==> src/rtl/itoa_pkg.sv <==
package itoa_pkg;

  localparam int unsigned MaxWidth  = 63;
  localparam int unsigned BinW      = 64;
  localparam int unsigned NumDigits = 20;
  localparam int unsigned BcdW      = 4 * NumDigits;
  localparam int unsigned DigCntW   = $clog2(NumDigits + 1);
  localparam int unsigned StepW     = $clog2(BinW);
  localparam int unsigned WidthW    = 6;

  localparam logic [1:0] SizeW16 = 2'd0;
  localparam logic [1:0] SizeW32 = 2'd1;

  localparam logic [1:0] ConvSdec = 2'd0;
  localparam logic [1:0] ConvUdec = 2'd1;
  localparam logic [1:0] ConvHexL = 2'd2;
  localparam logic [1:0] ConvHexU = 2'd3;

  localparam logic [7:0] CharSpace   = 8'd32;
  localparam logic [7:0] CharMinus   = 8'd45;
  localparam logic [7:0] CharZero    = 8'd48;
  localparam logic [7:0] LetterUpper = 8'd55;
  localparam logic [7:0] LetterLower = 8'd87;
  localparam logic [3:0] DigitNine   = 4'd9;

  typedef struct packed {
    logic [63:0]       value;
    logic [1:0]        operand_size;
    logic [1:0]        conversion;
    logic [WidthW-1:0] min_width;
    logic              zero_pad;
  } itoa_in_t;

  typedef struct packed {
    logic [7:0] character;
    logic       last;
  } itoa_out_t;

  typedef enum logic [1:0] {
    SelSpace = 2'd0,
    SelMinus = 2'd1,
    SelZero  = 2'd2,
    SelDigit = 2'd3
  } emit_sel_e;

  typedef struct packed {
    logic      load;
    logic      conv_step;
    logic      strip_step;
    logic      calc_pad;
    logic      pad_step;
    logic      emit;
    emit_sel_e sel;
    logic      last;
  } itoa_cmd_t;

  typedef struct packed {
    logic hex;
    logic conv_last;
    logic strip_done;
    logic calc_none;
    logic pad_none;
    logic pad_one;
    logic neg;
    logic zpad;
    logic dig_last;
  } itoa_status_t;

endpackage

==> src/rtl/itoa_ctrl.sv <==
module itoa_ctrl (
  input  logic                 clk_i,
  input  logic                 rst_ni,
  input  logic                 start_i,
  output logic                 busy_o,
  input  itoa_pkg::itoa_status_t status_i,
  output itoa_pkg::itoa_cmd_t    cmd_o
);
  import itoa_pkg::*;

  typedef enum logic [7:0] {
    StIdle   = 8'b0000_0001,
    StConv   = 8'b0000_0010,
    StStrip  = 8'b0000_0100,
    StCalc   = 8'b0000_1000,
    StPadSp  = 8'b0001_0000,
    StSign   = 8'b0010_0000,
    StPadZr  = 8'b0100_0000,
    StDigits = 8'b1000_0000
  } state_e;

  state_e state_q, state_d;

  assign busy_o = (state_q != StIdle);

  always_comb begin
    state_d = state_q;
    cmd_o   = '0;
    cmd_o.sel = SelDigit;
    unique case (state_q)
      StIdle: begin
        if (start_i) begin
          cmd_o.load = 1'b1;
          state_d    = StConv;
        end
      end
      StConv: begin
        // hex digits are already in place: skip the shift-add pass
        if (status_i.hex) begin
          state_d = StStrip;
        end else begin
          cmd_o.conv_step = 1'b1;
          if (status_i.conv_last) state_d = StStrip;
        end
      end
      StStrip: begin
        if (status_i.strip_done) state_d = StCalc;
        else cmd_o.strip_step = 1'b1;
      end
      StCalc: begin
        cmd_o.calc_pad = 1'b1;
        priority if (!status_i.zpad && !status_i.calc_none) state_d = StPadSp;
        else if (status_i.neg) state_d = StSign;
        else if (!status_i.calc_none) state_d = StPadZr;
        else state_d = StDigits;
      end
      StPadSp: begin
        cmd_o.emit     = 1'b1;
        cmd_o.sel      = SelSpace;
        cmd_o.pad_step = 1'b1;
        if (status_i.pad_one) state_d = status_i.neg ? StSign : StDigits;
      end
      StSign: begin
        cmd_o.emit = 1'b1;
        cmd_o.sel  = SelMinus;
        state_d    = status_i.pad_none ? StDigits : StPadZr;
      end
      StPadZr: begin
        cmd_o.emit     = 1'b1;
        cmd_o.sel      = SelZero;
        cmd_o.pad_step = 1'b1;
        if (status_i.pad_one) state_d = StDigits;
      end
      StDigits: begin
        cmd_o.emit = 1'b1;
        cmd_o.sel  = SelDigit;
        cmd_o.last = status_i.dig_last;
        if (status_i.dig_last) state_d = StIdle;
      end
      default: state_d = StIdle;
    endcase
  end

  always_ff @(posedge clk_i or negedge rst_ni) begin
    if (!rst_ni) begin
      state_q <= StIdle;
    end else begin
      state_q <= state_d;
    end
  end

endmodule

==> src/rtl/itoa_dp.sv <==
module itoa_dp (
  input  logic                   clk_i,
  input  logic                   rst_ni,
  input  itoa_pkg::itoa_in_t     in_i,
  input  itoa_pkg::itoa_cmd_t    cmd_i,
  output itoa_pkg::itoa_status_t status_o,
  output itoa_pkg::itoa_out_t    result_o,
  output logic                   result_strobe_o
);
  import itoa_pkg::*;

  logic [BinW-1:0]    bin_q, bin_d;
  logic [BcdW-1:0]    bcd_q, bcd_d;
  logic [DigCntW-1:0] ndig_q, ndig_d;
  logic [StepW-1:0]   step_q, step_d;
  logic [WidthW-1:0]  pad_q, pad_d;
  logic [WidthW-1:0]  width_q, width_d;
  logic               neg_q, neg_d;
  logic               zpad_q, zpad_d;
  logic               padded_q, padded_d;
  logic               hex_q, hex_d;
  logic               upper_q, upper_d;
  itoa_out_t          res_q, res_d;
  logic               strobe_q, strobe_d;

  logic [BinW-1:0]    vm, mask, negv, mag;
  logic               sign_bit, neg_in;
  logic [BcdW-1:0]    bcd_adj;
  logic [WidthW-1:0]  textlen, calc_pad;
  logic [3:0]         top_dig;
  logic [7:0]         dig_char;

  // operand masking and magnitude
  always_comb begin
    unique case (in_i.operand_size)
      SizeW16: begin
        mask     = {{(BinW-16){1'b0}}, {16{1'b1}}};
        sign_bit = in_i.value[15];
      end
      SizeW32: begin
        mask     = {{(BinW-32){1'b0}}, {32{1'b1}}};
        sign_bit = in_i.value[31];
      end
      default: begin
        mask     = {BinW{1'b1}};
        sign_bit = in_i.value[BinW-1];
      end
    endcase
    vm     = in_i.value & mask;
    neg_in = (in_i.conversion == ConvSdec) && sign_bit;
    negv   = (~vm + {{(BinW-1){1'b0}}, 1'b1}) & mask;
    mag    = neg_in ? negv : vm;
  end

  // add three to each decimal digit of five or more before the shift
  always_comb begin
    for (int i = 0; i < NumDigits; i++) begin
      bcd_adj[4*i +: 4] = (bcd_q[4*i +: 4] > 4'd4) ? bcd_q[4*i +: 4] + 4'd3
                                                   : bcd_q[4*i +: 4];
    end
  end

  assign top_dig  = bcd_q[BcdW-1 -: 4];
  assign dig_char = (top_dig > DigitNine) ? {4'd0, top_dig} + (upper_q ? LetterUpper : LetterLower)
                                          : {4'd0, top_dig} + CharZero;

  assign textlen  = WidthW'(ndig_q) + WidthW'(neg_q);
  assign calc_pad = (padded_q && (width_q > textlen)) ? width_q - textlen : '0;

  always_comb begin
    bin_d    = bin_q;
    bcd_d    = bcd_q;
    ndig_d   = ndig_q;
    step_d   = step_q;
    pad_d    = pad_q;
    width_d  = width_q;
    neg_d    = neg_q;
    zpad_d   = zpad_q;
    padded_d = padded_q;
    hex_d    = hex_q;
    upper_d  = upper_q;
    res_d    = res_q;
    strobe_d = cmd_i.emit;

    if (cmd_i.load) begin
      bin_d    = mag;
      hex_d    = (in_i.conversion == ConvHexL) || (in_i.conversion == ConvHexU);
      bcd_d    = hex_d ? {{(BcdW-BinW){1'b0}}, mag} : '0;
      ndig_d   = DigCntW'(NumDigits);
      step_d   = StepW'(BinW - 1);
      width_d  = (in_i.min_width > WidthW'(MaxWidth)) ? WidthW'(MaxWidth) : in_i.min_width;
      neg_d    = neg_in;
      zpad_d   = in_i.zero_pad;
      padded_d = (in_i.operand_size == SizeW16) || (in_i.operand_size == SizeW32);
      upper_d  = (in_i.conversion == ConvHexU);
      pad_d    = '0;
    end

    if (cmd_i.conv_step) begin
      bcd_d  = {bcd_adj[BcdW-2:0], bin_q[BinW-1]};
      bin_d  = {bin_q[BinW-2:0], 1'b0};
      step_d = step_q - StepW'(1);
    end

    // drop a leading zero digit
    if (cmd_i.strip_step) begin
      bcd_d  = {bcd_q[BcdW-5:0], 4'd0};
      ndig_d = ndig_q - DigCntW'(1);
    end

    if (cmd_i.calc_pad) pad_d = calc_pad;
    if (cmd_i.pad_step) pad_d = pad_q - WidthW'(1);

    if (cmd_i.emit) begin
      res_d.last = cmd_i.last;
      unique case (cmd_i.sel)
        SelSpace: res_d.character = CharSpace;
        SelMinus: res_d.character = CharMinus;
        SelZero:  res_d.character = CharZero;
        SelDigit: begin
          res_d.character = dig_char;
          bcd_d  = {bcd_q[BcdW-5:0], 4'd0};
          ndig_d = ndig_q - DigCntW'(1);
        end
        default: res_d.character = CharSpace;
      endcase
    end
  end

  always_ff @(posedge clk_i or negedge rst_ni) begin
    if (!rst_ni) begin
      strobe_q <= 1'b0;
    end else begin
      strobe_q <= strobe_d;
    end
  end

  always_ff @(posedge clk_i) begin
    bin_q    <= bin_d;
    bcd_q    <= bcd_d;
    ndig_q   <= ndig_d;
    step_q   <= step_d;
    pad_q    <= pad_d;
    width_q  <= width_d;
    neg_q    <= neg_d;
    zpad_q   <= zpad_d;
    padded_q <= padded_d;
    hex_q    <= hex_d;
    upper_q  <= upper_d;
    res_q    <= res_d;
  end

  assign status_o.hex        = hex_q;
  assign status_o.conv_last  = (step_q == '0);
  assign status_o.strip_done = (top_dig != 4'd0) || (ndig_q == DigCntW'(1));
  assign status_o.calc_none  = (calc_pad == '0);
  assign status_o.pad_none   = (pad_q == '0);
  assign status_o.pad_one    = (pad_q == WidthW'(1));
  assign status_o.neg        = neg_q;
  assign status_o.zpad       = zpad_q;
  assign status_o.dig_last   = (ndig_q == DigCntW'(1));

  assign result_o        = res_q;
  assign result_strobe_o = strobe_q;

endmodule

==> src/rtl/integer_to_ascii_formatter_top.sv <==
// Channel   Handshake                  Beat
// --------  -------------------------  -------------------------------
// input     start high, busy low       in_i    (value, size, kind, width, pad)
// result    result_strobe_o, 1 cycle   result_o (character, last)
//
// An item takes a load, the shift-add pass of the binary-to-BCD unit (skipped for hex), a
// pass that drops leading zero digits (up to 19 dropped) and a step to work out the
// padding, then one character per cycle; each beat is registered before it is shown.
// busy stays high from the accepting edge until the last character is issued.
// Reset clears the sequencer and the output strobe; data registers are not reset.
// Results are shown for one cycle each and cannot be held off.
module integer_to_ascii_formatter_top (
  input  logic                clk_i,
  input  logic                rst_ni,
  input  logic                start,
  output logic                busy,
  input  itoa_pkg::itoa_in_t  in_i,
  output itoa_pkg::itoa_out_t result_o,
  output logic                result_strobe_o
);
  import itoa_pkg::*;

  itoa_cmd_t    cmd;
  itoa_status_t status;

  itoa_ctrl u_ctrl (
    .clk_i    (clk_i),
    .rst_ni   (rst_ni),
    .start_i  (start),
    .busy_o   (busy),
    .status_i (status),
    .cmd_o    (cmd)
  );

  itoa_dp u_dp (
    .clk_i           (clk_i),
    .rst_ni          (rst_ni),
    .in_i            (in_i),
    .cmd_i           (cmd),
    .status_o        (status),
    .result_o        (result_o),
    .result_strobe_o (result_strobe_o)
  );

`ifndef SYNTHESIS
  a_strobe_follows_busy: assert property (@(posedge clk_i) disable iff (!rst_ni)
    result_strobe_o |-> $past(busy))
    else $error("result beat without an item in progress");

  a_accept_sets_busy: assert property (@(posedge clk_i) disable iff (!rst_ni)
    (start && !busy) |=> busy)
    else $error("accepted item did not raise busy");

  a_last_ends_item: assert property (@(posedge clk_i) disable iff (!rst_ni)
    (result_strobe_o && result_o.last) |-> !busy)
    else $error("last beat issued while item still in progress");

  a_no_emit_in_conv: assert property (@(posedge clk_i) disable iff (!rst_ni)
    cmd.conv_step |-> !cmd.emit && !result_strobe_o)
    else $error("character issued during conversion");
`endif

endmodule

==> config.mk <==
export PLATFORM = sky130hd
export DESIGN_NAME = integer_to_ascii_formatter_top
export DESIGN_NICKNAME = d
export VERILOG_FILES = /design/src/rtl/itoa_pkg.sv /design/src/rtl/itoa_ctrl.sv /design/src/rtl/itoa_dp.sv /design/src/rtl/integer_to_ascii_formatter_top.sv
export SDC_FILE = /design/constraint.sdc
export NUM_CORES = 1
export LEC_CHECK = 0
export BUFFER_PORTS_ARGS = -buffer_cell sky130_fd_sc_hd__clkbuf_2
export CAP_MARGIN = 20
export CORE_MARGIN = 2
export CORE_UTILIZATION = 50
export CTS_CLUSTER_SIZE = 12
export DETAILED_ROUTE_END_ITERATION = 8
export PLACE_DENSITY = 0.69
export SLEW_MARGIN = 20
export SYNTH_ARGS = -nofsm -noshare
export SYNTH_HDL_FRONTEND = slang
export SYNTH_HIERARCHICAL = 1
export SYNTH_SLANG_ARGS = --single-unit
==> constraint.sdc <==
create_clock -name clk_i -period 10.6 [get_ports clk_i]
set_input_delay 0.53 -clock clk_i [delete_from_list [all_inputs] [get_ports clk_i]]
set_output_delay 0.53 -clock clk_i [all_outputs]
set_load 0.05 [all_outputs]
# Word-level counts from Yosys, hierarchy flattened
# Cells that the tools add are included.
# word_totals
memories	0
regBits	190
elab_cells	178
mem_bits_ro	0
ramBits	0
latch_bits	0
in_bits	78
# op_classes
n_div	0
order_cmp	23
n_addsub	28
n_shift	0
n_mux	66
reduce_logical	19
n_mul	0
eq_ne	23
n_bitwise	3
# ops
operator	n
$mux 80	5
$mux 64	4
$and 64x64->64	2
$pmux 64 s2	1
$mux 8	13
$gt 4x3->1 const B	20
$add 4x2->4 const B	19
$mux 4	19
$add 64x1->64 const B	1
$not 64->64	1
$pmux 8 s8	1
$mux 6	6
$pmux 8 s4	1
$mux 5	4
$logic_not 6->1	3
$pmux 3 s4	1
$sub 6x1->6 const B	2
$add 4x7->8	1
$eq 2x2->1 const B	4
$eq 8x1->1 const B	1
$eq 8x2->1 const B	1
$eq 8x3->1 const B	1
$eq 8x4->1 const B	1
$eq 8x5->1 const B	1
31 further kinds	49

# Depth between registers and ports, before layout
# depth
ltp_word	13
mapped_depth	13
ltp_nobuf	12

# Cells and area by module
# The synthesis kept the hierarchy.
# by_module_without_submodules
module	seq_area_each_um2	area_each_um2	n_inst	cells_per_inst
itoa_dp	4569.4	12617.1	1	1479
itoa_ctrl	201.4	684.4	1	77

# Least setup slack after synthesis
# OpenSTA, ideal clock, no wires.
# synth_timing
path_type	flip-flop to flip-flop
from	register u_ctrl.state_q[5]
to	register u_dp.bcd_q[21]
setup_slack_ns	5.745
setup_ns	0.137
path_stages_with_launch	10
t_arrival_ns	4.718
n_path_buf	1
path_cell_list	dfrtp_1 -> buf_6 -> nor4_2 -> nand4b_1 -> nor2_1 -> nor2_1 -> inv_1 -> o21ai_0 -> a211oi_1 -> a221oi_1
# synth_rtl
item	line_no	text
from (decl)	itoa_ctrl.sv:22	state_e state_q, state_d;
from (signal assigned)	itoa_ctrl.sv:86	state_q <= StIdle;
from (signal assigned)	itoa_ctrl.sv:88	state_q <= state_d;
to (signal assigned)	itoa_dp.sv:140	bcd_q <= bcd_d;
to (decl)	itoa_dp.sv:13	logic [BcdW-1:0] bcd_q, bcd_d;

==> results.sh <==
export IMPL_clock_fmax_ghz=0.224
export IMPL_synth_nets=1689
export IMPL_drive_gt1_share_pct=11.1
export IMPL_fin_area_sq_mm=0.0144
export IMPL_cts_resized=0
export IMPL_nFillCells=2378
export IMPL_met3WireLength_mm=3.16
export IMPL_critical_path_class="register to register"
export IMPL_place_ws_ns=6.19
export IMPL_drtIter0Drc=1606
export IMPL_cts_tree="done"
export IMPL_cts_hold_buf=1
export IMPL_seq_area_frac_synth_pct=35.9
export IMPL_cts_root_buf="clkbuf_16"
export IMPL_clk_pin_slew_worst_paths_ns=0.07
export IMPL_wl_met1_mm=17.0
export IMPL_post_drt_wl_per_cell_um=19.4
export IMPL_hpwl_mm=24.6
export IMPL_antenna_found_initial=0
export IMPL_post_dp_cell_area_sq_mm=0.0138
export IMPL_ant_nets=0
export IMPL_slew_limit_headroom_pct=26.1
export IMPL_seqCellArea_sq_mm=0.00477
export IMPL_min_path_cells=1
export IMPL_fp_row_count=59
export IMPL_yosys_warnings=6
export IMPL_dieArea_sq_mm=0.0279
export IMPL_die_h_um=167
export IMPL_r2r_start="u_ctrl/state_q[4]$_DFFE_PN0P_"
export IMPL_grt_pass1_vias=11300
export IMPL_clock_skew_ns=0.0129
export IMPL_wl_met2_mm=16.4
export IMPL_synth_seq_cells=189
export IMPL_cts_sinks=189
export IMPL_worst_pin_slew_ns=1.11
export IMPL_vias=12500
export IMPL_rsz0062_at_grt="no"
export IMPL_setup_tns_ns=0
export IMPL_hp_class="input pin to register"
export IMPL_syn_area_per_cell_sq_um=8.55
export IMPL_hold_end="u_dp/width_q[1]$_SDFFCE_PN1P_"
export IMPL_cp_data_required_time_ns=10.87
export IMPL_synth_edff_count=94
export IMPL_critPathLaunch="u_ctrl/state_q[4]$_DFFE_PN0P_"
export IMPL_grt_use_total_pct=25.7
export IMPL_cp_data_arrival_time_ns=4.73
export IMPL_start_util_pct=51.0
export IMPL_synthCells=1556
export IMPL_die_w_um=167
export IMPL_io_buffers=87
export IMPL_r2r_cells=10
export IMPL_drc=0
export IMPL_multi_input_area_sq_mm=0.00774
export IMPL_finalHoldViolCount=0
export IMPL_cts_setup_buffers=0
export IMPL_grt_pass1_wl_mm=59.3
export IMPL_yosysUniqueCellTypes=91
export IMPL_core_sq_mm=0.0261
export IMPL_worst_setup_path_start_kind="register"
export IMPL_cp_end_kind="register"
export IMPL_r2r_setup_slack_ns=6.14
export IMPL_wl_mm=37.0
export IMPL_dr_pass1_iters=6
export IMPL_period_needed_ns=4.46
export IMPL_htreeDepth=4
export IMPL_io_pins=89
export IMPL_power_density_mw_per_mm2=228
export IMPL_report_power_total_w=0.00329
export IMPL_grt_max_degree=177
export IMPL_p_leak_nw=5.40
export IMPL_async_flop_share_pct=4.76
export IMPL_clock_latency_ns=0.43
export IMPL_nNetsFinal=1690
export IMPL_synth_area_sq_mm=0.0133
export IMPL_slew_viol_final=0
export IMPL_synth_top_flop_cell="edfxtp_1"
export IMPL_min_period_over_period_pct=42.1
export IMPL_n_antenna_cell=0
export IMPL_holdCritStartpoint="in_i[2]"
export IMPL_cts_buffers=17
export IMPL_avgViaCountPerCell=6.54
export IMPL_drv_cap=0
export IMPL_maxUsedRoutingLayer="met4"
export IMPL_finalWorstSetupSlack_ns=6.14
export IMPL_path_max_fanout=37
export IMPL_clockBufferDepth=2
export IMPL_place_gp_congestion=0.937
export IMPL_setup_viol_count_final=0
export IMPL_irDropWorstVdd_uv=123
export IMPL_status="completed"
export IMPL_overflow=0
export IMPL_area_delta_synth_final_pct=8.23
export IMPL_regToRegEndpoint="u_dp/bcd_q[21]$_DFF_P_"
## metrics by stage
step / hold WS (ns) / cells / util, %
2_1_floorplan: 0.234 / 1556 / -
3_3_place_gp: 0.406 / 1872 / 52.9
3_5_place_dp: 0.406 / 1872 / 52.9
4_1_cts: 0.252 / 1905 / 55.2
5_1_grt: 0.251 / 1905 / 55.2
6_report: 0.268 / 1905 / 55.2
## layout by cell type (no fill, tap or decap), types with 14 or more instances in the layout
cell,count
or4_1,17
a21o_1,17
a22oi_1,24
clkbuf_2,87
a31oi_1,41
nor4_1,21
nor2_1,113
or3_1,29
nand4_1,15
nor2b_1,16
buf_4,14
o21ai_0,119
edfxtp_1,94
clkbuf_16,17
a21oi_1,80
nand2_1,116
a221oi_1,19
ha_1,54
nand3_1,37
dfxtp_1,86
o41ai_1,16
nor3_1,67
inv_1,81
mux2i_1,24
o31ai_1,22
xnor2_1,44
a32oi_1,24
xor2_1,15
## kinds of logic after synthesis
| group | after synthesis | synth area share [%] |
|---|---|---|
| AO/OA/AOI/OAI | 508 | 26.6 |
| AND/OR/NAND/NOR | 514 | 20.1 |
| adder cells (fa/ha/maj) | 55 | 5.23 |
| XOR/XNOR | 59 | 3.88 |
| other | 1 | 0.0282 |
| flip-flops | 189 | 35.9 |
| multiplexers | 27 | 2.06 |
| buffers and inverters | 203 | 6.25 |
## cell type report
| class | instances | share of cell area (%) |
|---|---|---|
| multi-input cells | 1164 | 53.8 |
| flip-flops and latches | 189 | 33.1 |
| repair buffers | 103 | 3.96 |
| clock buffers | 17 | 2.95 |
| well taps | 335 | 2.91 |
| inverters | 82 | 2.14 |
| clock inverters | 15 | 1.10 |
## per-layer routing
metal / up-vias / track usage (%)
li1: 5917 / -
met1: 5947 / 38.4
met2: 549 / 39.5
met3: 53 / 3.57
met4: 0 / 5.77
met5: - / 0
## synthesized netlist by cell type, types with 12 or more instances
library cell    n  share of area, %
a22oi_1        24               1.4
o211ai_1       13              0.73
a221oi_1       19               1.3
nor4_1         22               1.0
a32oi_1        24               1.6
clkbuf_1       94               2.7
nor3_1         67               2.5
xor2_1         15              0.99
or3_1          29               1.4
o31ai_1        22               1.2
and2_1         12              0.56
a32o_1         12              0.90
edfxtp_1       94                21
dfxtp_1        86                13
nor2_1        116               3.3
nor2b_1        16              0.75
o41ai_1        16               1.1
a31oi_1        42               2.0
xnor2_1        44               2.9
mux2i_1        24               1.8
inv_1          82               2.3
ha_1           54               5.1
o21ai_0       119               4.5
nand2_1       116               3.3
a211oi_1       12              0.68
a21o_1         17              0.96
a21oi_1        80               3.0
buf_1          12              0.34
nand3_1        37               1.4
or4_1          17              0.96
nand4_1        15              0.71
## worst max path at each step
| stage | cells after the start | endpoint | slack, ns |
|---|---|---|---|
| after floorplan | 9 | u_dp/bcd_q[21]$_DFF_P_ | 5.74 |
| after global placement | 10 | u_dp/bcd_q[21]$_DFF_P_ | 6.34 |
| after detailed placement | 10 | u_dp/bcd_q[21]$_DFF_P_ | 6.19 |
| after CTS | 10 | u_dp/bcd_q[21]$_DFF_P_ | 6.18 |
| after global routing | 10 | u_dp/bcd_q[21]$_DFF_P_ | 5.83 |
| final | 10 | u_dp/bcd_q[21]$_DFF_P_ | 6.14 |
## sequential cells by signal (all words and copies together), names as in the netlist
signal                cells
u_ctrl/state_q            8
u_dp/upper_q              1
u_dp/padded_q             1
u_dp/result_o             8
u_dp/pad_q                6
u_dp/ndig_q               5
u_dp/neg_q                1
u_dp/zpad_q               1
u_dp/bin_q               64
u_dp/hex_q                1
u_dp/bcd_q               80
u_dp/width_q              6
u_dp/step_q               6
u_dp/result_strobe_o      1
## worst max-delay path: stages, from the launching register on
cell	delay, ns
dfrtp_1	0.54
nor4_2	0.60
nand4b_1	0.37
nor2_4	0.55
buf_4	0.39
nor2_4	0.07
inv_2	0.57
buf_4	0.61
o21ai_0	0.21
a211oi_1	0.28
a221oi_1	0.08
## power breakdown
part | total (W) | switching (W) | internal, W | leakage, nW
Sequential | 0.00127 | 0.000204 | 0.00107 | 1.71
Combinational | 0.00137 | 0.000829 | 0.000541 | 3.42
Clock | 0.000643 | 0.000310 | 0.000333 | 0.277
Note: power is estimated with default switching activity, not from simulation.
